===== config.mk =====
export PLATFORM = sky130hd
export DESIGN_NAME = sorted_priority_queue_flat
export DESIGN_NICKNAME = d
export VERILOG_FILES = /design/src/rtl/core/spq_pkg.sv /design/src/rtl/core/spq_if.sv /design/src/rtl/core/sorted_priority_queue.sv /design/src/rtl/core/spq_cell.sv /design/src/flat_wrapper.sv
export SDC_FILE = /design/constraint.sdc
export NUM_CORES = 1
export LEC_CHECK = 0
export BUFFER_PORTS_ARGS = -buffer_cell sky130_fd_sc_hd__buf_2
export CELL_PAD_IN_SITES_DETAIL_PLACEMENT = 2
export CELL_PAD_IN_SITES_GLOBAL_PLACEMENT = 2
export CORE_MARGIN = 5
export CORE_UTILIZATION = 43
export CTS_CLUSTER_DIAMETER = 100
export DETAILED_ROUTE_END_ITERATION = 6
export PLACE_DENSITY = 0.77
export REMOVE_ABC_BUFFERS = 1
export SETUP_SLACK_MARGIN = 0.1
export SYNTH_ARGS = -nofsm -noshare
export SYNTH_HDL_FRONTEND = slang
export SYNTH_SLANG_ARGS = --single-unit

===== constraint.sdc =====
create_clock -name clk -period 7.7 [get_ports clk]
set_input_delay 2.31 -clock clk [delete_from_list [all_inputs] [get_ports clk]]
set_output_delay 2.31 -clock clk [all_outputs]
set_load 0.02 [all_outputs]

===== src/rtl/core/spq_pkg.sv =====
// ----------------------------------------------------------------------------
// spq_pkg
// Shared types, sizes and codes of the sorted priority queue.
// ----------------------------------------------------------------------------
package spq_pkg;

  localparam int DEPTH = 8;
  localparam int CNT_W = $clog2(DEPTH + 1);
  localparam int OCC_W = 4;

  typedef logic signed [31:0] val_t;
  typedef logic [7:0]         pri_t;
  typedef logic [CNT_W-1:0]   cnt_t;
  typedef logic [OCC_W-1:0]   occ_t;

  typedef enum logic {
    MODE_ENQ = 1'b0,
    MODE_DEQ = 1'b1
  } mode_t;

  typedef enum logic [1:0] {
    ST_DONE  = 2'd0,
    ST_FULL  = 2'd1,
    ST_EMPTY = 2'd2
  } status_t;

  typedef enum logic [1:0] {
    OP_HOLD = 2'd0,
    OP_ENQ  = 2'd1,
    OP_DEQ  = 2'd2
  } op_t;

  typedef struct packed {
    op_t  op;
    val_t new_val;
    pri_t new_pri;
  } cell_ctrl_t;

endpackage


===== src/rtl/core/spq_if.sv =====
// ----------------------------------------------------------------------------
// spq_if
// Request and response channels of the sorted priority queue.
// ----------------------------------------------------------------------------
interface spq_req_if;
  logic          valid;
  logic          ready;
  logic          mode;
  spq_pkg::val_t value;
  spq_pkg::pri_t priority_req;

  modport source (output valid, mode, value, priority_req, input ready);
  modport sink   (input valid, mode, value, priority_req, output ready);
endinterface

interface spq_rsp_if;
  logic               valid;
  logic               ready;
  logic [1:0]         status;
  spq_pkg::val_t      out_value;
  spq_pkg::pri_t      out_priority;
  spq_pkg::occ_t      occupancy;

  modport source (output valid, status, out_value, out_priority, occupancy, input ready);
  modport sink   (input valid, status, out_value, out_priority, occupancy, output ready);
endinterface


===== src/rtl/core/sorted_priority_queue.sv =====
// ----------------------------------------------------------------------------
// sorted_priority_queue
// Bounded priority queue kept sorted in a row of cells, highest first.
// ----------------------------------------------------------------------------
// Usage:
//   req carries one operation per item: mode 0 inserts value with
//   priority_req, mode 1 removes the head entry. Equal priorities leave in
//   arrival order. rsp returns exactly one item per request: status (done,
//   full, empty), the removed value and priority (zero otherwise) and the
//   number of stored entries after the operation.
//   rsp.valid rises in the cycle after acceptance. Throughput is one
//   item per cycle while rsp is being taken: every cell compares against
//   the new priority and shifts in the same cycle.
//   The response sits in an output register; req.ready is high while that
//   register is empty or being taken, so a stalled receiver holds one
//   response and then stalls the sender.
//   Reset empties the queue and drops any pending response; the cell
//   contents are left as they are and are never read before written.
// ----------------------------------------------------------------------------
module sorted_priority_queue (
  input  logic     clk,
  input  logic     rst,
  spq_req_if.sink  req,
  spq_rsp_if.source rsp
);
  import spq_pkg::*;

  cnt_t       count;
  cnt_t       count_next;
  logic       fire;
  logic       full;
  logic       empty;
  cell_ctrl_t ctrl;
  logic       keep [DEPTH];
  val_t       cval [DEPTH];
  pri_t       cpri [DEPTH];

  assign fire  = req.valid && req.ready;
  assign full  = (count == cnt_t'(DEPTH));
  assign empty = (count == '0);
  assign req.ready = !rsp.valid || rsp.ready;

  always_comb begin
    ctrl.op      = OP_HOLD;
    ctrl.new_val = req.value;
    ctrl.new_pri = req.priority_req;
    count_next   = count;
    if (fire) begin
      if (req.mode == MODE_ENQ) begin
        if (!full) begin
          ctrl.op    = OP_ENQ;
          count_next = count + cnt_t'(1);
        end
      end else if (!empty) begin
        ctrl.op    = OP_DEQ;
        count_next = count - cnt_t'(1);
      end
    end
  end

  for (genvar i = 0; i < DEPTH; i++) begin : g_cell
    spq_cell u_cell (
      .clk       (clk),
      .ctrl      (ctrl),
      .occupied  (cnt_t'(i) < count),
      .left_keep ((i == 0) ? 1'b1 : keep[(i == 0) ? 0 : i - 1]),
      .left_val  (cval[(i == 0) ? 0 : i - 1]),
      .left_pri  (cpri[(i == 0) ? 0 : i - 1]),
      .right_val (cval[(i == DEPTH - 1) ? i : i + 1]),
      .right_pri (cpri[(i == DEPTH - 1) ? i : i + 1]),
      .keep      (keep[i]),
      .val       (cval[i]),
      .pri       (cpri[i])
    );
  end

  always_ff @(posedge clk) begin
    if (rst) begin
      count     <= '0;
      rsp.valid <= 1'b0;
    end else begin
      count <= count_next;
      if (fire) begin
        rsp.valid <= 1'b1;
      end else if (rsp.ready) begin
        rsp.valid <= 1'b0;
      end
    end
  end

  always_ff @(posedge clk) begin
    if (fire) begin
      rsp.occupancy    <= occ_t'(count_next);
      rsp.out_value    <= '0;
      rsp.out_priority <= '0;
      rsp.status       <= ST_DONE;
      if (req.mode == MODE_ENQ) begin
        if (full) begin
          rsp.status <= ST_FULL;
        end
      end else if (empty) begin
        rsp.status <= ST_EMPTY;
      end else begin
        rsp.out_value    <= cval[0];
        rsp.out_priority <= cpri[0];
      end
    end
  end

  a_count_bound: assert property (@(posedge clk) disable iff (rst)
    count <= cnt_t'(DEPTH))
    else $error("entry count above depth");

  a_rsp_after_fire: assert property (@(posedge clk) disable iff (rst)
    fire |=> rsp.valid && (rsp.occupancy == occ_t'(count)))
    else $error("response missing or occupancy mismatch");

  a_enq_grows: assert property (@(posedge clk) disable iff (rst)
    (fire && req.mode == MODE_ENQ && !full) |=> count == $past(count) + cnt_t'(1))
    else $error("insert did not add an entry");

  a_head_sorted: assert property (@(posedge clk) disable iff (rst)
    (count >= cnt_t'(2)) |-> (cpri[0] >= cpri[1]))
    else $error("head entries out of order");

endmodule


===== src/rtl/core/spq_cell.sv =====
// ----------------------------------------------------------------------------
// spq_cell
// One slot of the sorted row: holds an entry, shifts toward the tail on an
// insert in front of it, toward the head on a removal.
// ----------------------------------------------------------------------------
module spq_cell (
  input  logic                clk,
  input  spq_pkg::cell_ctrl_t ctrl,
  input  logic                occupied,
  input  logic                left_keep,
  input  spq_pkg::val_t       left_val,
  input  spq_pkg::pri_t       left_pri,
  input  spq_pkg::val_t       right_val,
  input  spq_pkg::pri_t       right_pri,
  output logic                keep,
  output spq_pkg::val_t       val,
  output spq_pkg::pri_t       pri
);
  import spq_pkg::*;

  assign keep = occupied && (pri >= ctrl.new_pri);

  always_ff @(posedge clk) begin
    case (ctrl.op)
      OP_ENQ: begin
        if (!keep) begin
          if (left_keep) begin
            val <= ctrl.new_val;
            pri <= ctrl.new_pri;
          end else begin
            val <= left_val;
            pri <= left_pri;
          end
        end
      end
      OP_DEQ: begin
        val <= right_val;
        pri <= right_pri;
      end
      default: begin
      end
    endcase
  end

endmodule


===== src/flat_wrapper.sv =====
// flat-port wrapper written by rule: the top's interface ports become plain ports
module sorted_priority_queue_flat import spq_pkg::*;
  (clk, rst, req_valid, req_mode, req_value, req_priority_req, req_ready, rsp_valid, rsp_status, rsp_out_value, rsp_out_priority, rsp_occupancy, rsp_ready);
  spq_req_if req_i ();
  spq_rsp_if rsp_i ();
  input  logic clk;
  input  logic rst;
  input wire logic [$bits(req_i.valid)-1:0] req_valid;
  input wire logic [$bits(req_i.mode)-1:0] req_mode;
  input wire logic [$bits(req_i.value)-1:0] req_value;
  input wire logic [$bits(req_i.priority_req)-1:0] req_priority_req;
  output wire logic [$bits(req_i.ready)-1:0] req_ready;
  output wire logic [$bits(rsp_i.valid)-1:0] rsp_valid;
  output wire logic [$bits(rsp_i.status)-1:0] rsp_status;
  output wire logic [$bits(rsp_i.out_value)-1:0] rsp_out_value;
  output wire logic [$bits(rsp_i.out_priority)-1:0] rsp_out_priority;
  output wire logic [$bits(rsp_i.occupancy)-1:0] rsp_occupancy;
  input wire logic [$bits(rsp_i.ready)-1:0] rsp_ready;
  assign req_i.valid = req_valid;
  assign req_i.mode = req_mode;
  assign req_i.value = req_value;
  assign req_i.priority_req = req_priority_req;
  assign req_ready = req_i.ready;
  assign rsp_valid = rsp_i.valid;
  assign rsp_status = rsp_i.status;
  assign rsp_out_value = rsp_i.out_value;
  assign rsp_out_priority = rsp_i.out_priority;
  assign rsp_occupancy = rsp_i.occupancy;
  assign rsp_i.ready = rsp_ready;
  sorted_priority_queue u_core (.clk(clk), .rst(rst), .req(req_i), .rsp(rsp_i));
endmodule

== Word level (Yosys, flattened, before mapping) ==
Index checks and enable logic that the tools add are counted.

* Register bits: 371
* Input bits: 45
* Output and inout bits: 48

* $add $sub $neg: 2
* Order comparisons: 16
* Equality and inequality tests: 10
* Multiplexer cells: 55
* Bitwise gates (word level): 2
* Reduce and logical (&&, ||, !) cells: 23

{| class="wikitable"
|+ Operator list
! operator !! number
|-
| $mux 32 || 14
|-
| $pmux 32 s2 || 7
|-
| $mux 8 || 14
|-
| $pmux 8 s2 || 7
|-
| $ge 8x8->1 || 8
|-
| $lt 3x4->1 const A || 4
|-
| $mux 4 || 4
|-
| $reduce_and 2->1 || 8
|-
| $ne 2x2->1 const B || 7
|-
| $mux 2 || 5
|-
| $logic_and 1x1->1 || 9
|-
| $lt 1x4->1 const A || 2
|-
| $lt 2x4->1 const A || 2
|-
| $add 4x1->4 const B || 1
|-
| $eq 4x4->1 const B || 1
|-
| $logic_not 4->1 || 1
|-
| $mux 1 || 4
|-
| $reduce_bool 2->1 || 2
|-
| $sub 4x1->4 const B || 1
|-
| $eq 2x1->1 const B || 1
|-
| $eq 2x2->1 const B || 1
|-
| $not 1->1 || 2
|-
| $reduce_or 2->1 || 1
|-
| $logic_not 1->1 || 1
|-
| $logic_or 1x1->1 || 1
|}

== Longest topological paths before layout ==
* Depth in word-level cells: 7
* Depth in mapped cells: 10
* Depth with buffers taken out: 7

== Modules after synthesis ==
Synthesis repeated with hierarchy kept, for this count alone.

* Cells, all modules: 1,801
* Area total of the unflattened synthesis: 20,196.9 sq um

{| class="wikitable"
|+ By module, submodules not included
! module !! times used !! cells each !! area each (sq um) !! seq. area each (sq um)
|-
| spq_cell (u_core.g_cell[4].u_cell ...) || 4 || 205 || 2,253.4 || 1,201.2
|-
| spq_cell (u_core.g_cell[0].u_cell ...) || 4 || 205 || 2,249.7 || 1,201.2
|-
| sorted_priority_queue || 1 || 161 || 2,184.6 || 1,481.4
|}

== Least setup slack after synthesis ==
OpenSTA, ideal clock, no wires.

* Path kind: input port to flip-flop
* Start point: input req_priority_req[2]
* End point: register u_core.g_cell[5].u_cell.pri[0] (enable)
* Arrival: 6.674 ns
* Slack: 0.534 ns
* Stages on the path: 9
* Path buffers: 2
* Cells stage by stage: inv_1 -> ha_1 -> a211o_1 -> a31oi_1 -> o21ai_1 -> and2_1 -> clkbuf_1 -> clkbuf_1 -> o21ai_0

* Longest elaborated chain between the ends: 4

{| class="wikitable"
|+ Ends and longest elaborated chain
! item !! line !! RTL
|-
| from (decl) || flat_wrapper.sv:11 || <nowiki>input wire logic [$bits(req_i.priority_req)-1:0] req_priority_req;</nowiki>
|-
| $ge 8x8->1 || spq_cell.sv:21 || <nowiki>assign keep = occupied && (pri >= ctrl.new_pri);</nowiki>
|-
| $logic_and 1x1->1 || spq_cell.sv:21 ||
|-
| $ne 2x2->1 (no line) || - ||
|-
| $reduce_and 2->1 (no line) || - ||
|-
| to (signal assigned) || spq_cell.sv:29 || <nowiki>pri <= ctrl.new_pri;</nowiki>
|-
| to (signal assigned) || spq_cell.sv:32 || <nowiki>pri <= left_pri;</nowiki>
|-
| to (signal assigned) || spq_cell.sv:38 || <nowiki>pri <= right_pri;</nowiki>
|-
| to (decl) || spq_cell.sv:17 || <nowiki>output spq_pkg::pri_t pri</nowiki>
|}

Every way passes these cells.
A chain may end at the register's enable or synchronous reset.

== Worst setup path after layout ==
* Start point: input req_priority_req[7]
* End point: register u_core.g_cell[1].u_cell.val[17] (enable)

* Longest elaborated chain between the ends: 4

{| class="wikitable"
|+ Ends and longest elaborated chain
! item !! line !! RTL
|-
| $ge 8x8->1 || spq_cell.sv:21 ||
|-
| $logic_and 1x1->1 || spq_cell.sv:21 ||
|-
| $ne 2x2->1 (no line) || - ||
|-
| $reduce_and 2->1 (no line) || - ||
|-
| to (signal assigned) || spq_cell.sv:28 || <nowiki>val <= ctrl.new_val;</nowiki>
|-
| to (signal assigned) || spq_cell.sv:31 || <nowiki>val <= left_val;</nowiki>
|-
| to (signal assigned) || spq_cell.sv:37 || <nowiki>val <= right_val;</nowiki>
|-
| to (decl) || spq_cell.sv:16 || <nowiki>output spq_pkg::val_t val,</nowiki>
|}

Every way passes these cells.

==> impl_results.md <==
* Crit start category: primary input
* GP Congestion at 0.859
* Clock Power Share at 30.3%
* Final Setup Violations at 0
* Number of cell rows at 78
* Setup TNS at 0 ps
* Worst slack, placed at 1820 ps
* Gr usage total at 26.6%
* Status: completed
* Register-to-Register Path Depth at 9
* Worst Path Arrival at 5560 ps
* Worst reg-to-reg setup slack at 3180 ps
* I/O Buffers at 92
* Clock slew at reported path FFs at 60 ps
* WHS Endpoint: u_core.g_cell[6].u_cell.val[26]
* FF+latch count, synth at 371
* Max_cap viols at 0
* Worst Skew at 27.2 ps
* Pleak at 8.63 nW
* Fin cells at 2,237
* Overflow left after global routing at 0
* Cell Int Power at 4.61 mW
* Cts bufs inserted at 44
* DRT Pass-1 Iters at 5
* DP Cell Count at 2,159
* DR iter-0 viols at 1,294
* CTS resizes at 0
* Initial Util at 43.2%
* Achievable Freq at 0.187 GHz
* Slew @ Worst Pin at 1340 ps
* Initial antenna violation count at 2
* Syn-to-layout area delta at 10.8%
* Die extent in y at 223 um
* Final ANT Viol Nets at 0
* Sw Share at 33.3%
* Root Buffer: clkbuf_16
* Hold_sp: u_core.g_cell[7].u_cell.val[26]
* Core footprint at 45,100 um^2
* Worst min path class: reg2reg
* Critical Path End Type: flop
* Part of the power in registers at 42.6%
* CP max FO at 41
* Final Hold Fails at 0
* Worst R2R Start: u_core.count[1]
* Largest net degree at the start of global routing at 148
* ANT cells at 0
* Crit Reg-Reg Endpoint: u_core.g_cell[1].u_cell.val[1]
* Final period util at 69.3%
* Fin crit period at 5340 ps
* Boundary Pins at 93
* Seq/Total Area, Yosys at 56.9%
* CTS max path bufs at 3
* CTS sink count at 371
* Worst vdd ir at 144 uV
* Layout cells sized above 1 at 15.7%
* Final WS setup at 2360 ps
* Post-synth cell types at 47
* Drt drc at 0
* Vias at 14,900
* Post-Syn Area at 19,500 um^2
* Post-synth EDFFs at 366
* Cts hold-fix bufs at 0
* Post-synth ARST share at 0%
* Critical path type: in2reg
* Mean Syn Cell Area at 12.0 um^2
* Comb pwr share at 27.0%
* Dpl hpwl at 41,000 um
* Clock H-tree levels at 2
* Drt via density at 6.65
* Cell count after synthesis at 1,619
* Pwr dens at 321 nW/um^2
* Post-DR wirelength/cell at 30.3 um
* Total setup buffers inserted after CTS at 0
* CTS tree: built
* Die ar. at 49,700 um^2
* Clk_lat worst skew at 590 ps
* RSZ-0062 raised after global routing: no
* First-pass GRT wire length at 103,000 um
* Max-slew headroom at 10.7%
* Syn. warnings at 0
* Vias in the first global route at 16,000
* Worst Path Required at 7930 ps
* Fin. max-slew vios at 0
* Chip width at 223 um
* Psw at 2.31 mW
* Detailed Route WL at 67,800 um
* Ys flop type: edfxtp_1
* Fin nets at 1,717
* Cells on Worst Hold Path at 1
-- per-layer routing --
metal,vias up,part of all wire (%),global-route usage (%)
met5,-,0,0
met4,0,2.6,7.65
met3,109,5.8,3.95
met2,535,48,44.2
met1,7880,43,36.5
li1,6341,-,-
-- cell type report --
cell class / count / area, um^2
clock inverter: 25 / 238
timing repair buffer: 127 / 773
tap: 600 / 751
sequential: 371 / 11100
clock buffer: 53 / 1160
multi-input combinational: 1037 / 7490
fill: 4438 / 23500
inverter: 24 / 90.1
-- cells by family after synthesis --
| kind of cell | share of synthesized area (%) |
|---|---|
| AOI/OAI and AO/OA | 21.7 |
| xor gates and xnor gates | 0.0449 |
| adders and majority gates | 4.30 |
| buffers and inverters | 5.54 |
| DFF | 56.9 |
| muxes | 2.31 |
| and+or+nand+nor | 9.19 |
-- flip-flops by register name, summed over array words and instances (netlist names) --
signal                    cells
u_core.rsp.occupancy          4
u_core.rsp.out_priority       8
u_core.rsp.valid              1
u_core.rsp.status             2
u_core.g_cell.u_cell.pri     64
u_core.rsp.out_value         32
u_core.g_cell.u_cell.val    256
u_core.count                  4
-- worst max-delay path: stages --
cell and delay [ps]:
buf_2 110, inv_1 340, ha_1 330, and2_1 190, a221oi_1 440, o21ai_4 100
and2_2 560, o21ai_4 670, buf_4 480
-- cells in the mapped netlist, types with 9 or more instances --
library cell  count  area share [%]
a21oi_1         209             5.4
buf_2            41             1.1
a21o_1           52             2.0
and2_1           44             1.4
a221o_1         239              12
nor2_1           12            0.23
nand2b_1          9            0.29
mux2_2           40             2.3
buf_4             9            0.35
edfxtp_1        366              56
nand2_1         203             3.9
ha_1             67             4.3
clkbuf_1        109             2.1
o21ai_0          13            0.33
inv_1            24            0.46
buf_6            27             1.6
and3_1           78             2.5
-- worst max path at each step --
stage	startpoint	endpoint	depth (start not counted)
floorplan	rsp_ready	u_core.g_cell[3].u_cell.pri[0]	3
finish	req_priority_req[7]	u_core.g_cell[1].u_cell.val[17]	9
global placement	req_priority_req[5]	u_core.g_cell[1].u_cell.val[9]	9
global route	req_priority_req[5]	u_core.g_cell[1].u_cell.val[17]	9
CTS	req_priority_req[5]	u_core.g_cell[1].u_cell.val[7]	9
detailed placement	req_priority_req[5]	u_core.g_cell[1].u_cell.val[9]	9
-- layout by cell type, fill, tap and decap left out, drive strengths merged, types with 2 or more instances in the layout --
master / n
bufinv: 5
nand2: 204
nor3: 2
clkbuf: 53
nor2: 18
o21ai: 19
dfxtp: 5
and2: 44
nand2b: 9
clkinv: 19
o31a: 2
a221oi: 5
nand3: 4
or3: 3
ha: 67
nor2b: 2
a41oi: 2
edfxtp: 366
mux2: 40
a211oi: 5
a21oi: 209
a21o: 52
and3: 78
a221o: 239
o2111ai: 5
nand4: 3
a22oi: 2
a31oi: 6
buf: 127
inv: 24
a211o: 5
-- power by group through the flow --
stage | sequential [mW] | clock [mW] | combinational (mW)
2_1_floorplan | 2.93 | 0 | 1.17
3_5_place_dp | 2.98 | 0 | 1.83
5_1_grt | 2.97 | 2.21 | 2.01
6_report | 2.95 | 2.10 | 1.87
3_3_place_gp | 2.96 | 0 | 1.71
4_1_cts | 2.94 | 2.12 | 1.86
-- through the flow --
| stage | total power [mW] | instance area [um^2] | util, % | hold WS, ps |
|---|---|---|---|---|
| after detailed placement | 4.81 | 20200 | 44.8 | 537 |
| after CTS | 6.93 | 21600 | 47.9 | 555 |
| after global routing | 7.20 | 21600 | 47.9 | 565 |
| final | 6.92 | 21600 | 47.9 | 553 |
| after floorplan | 4.10 | 18500 | - | 521 |
| after global placement | 4.68 | 20200 | 44.8 | 527 |
(Power assumes the default switching activity.)
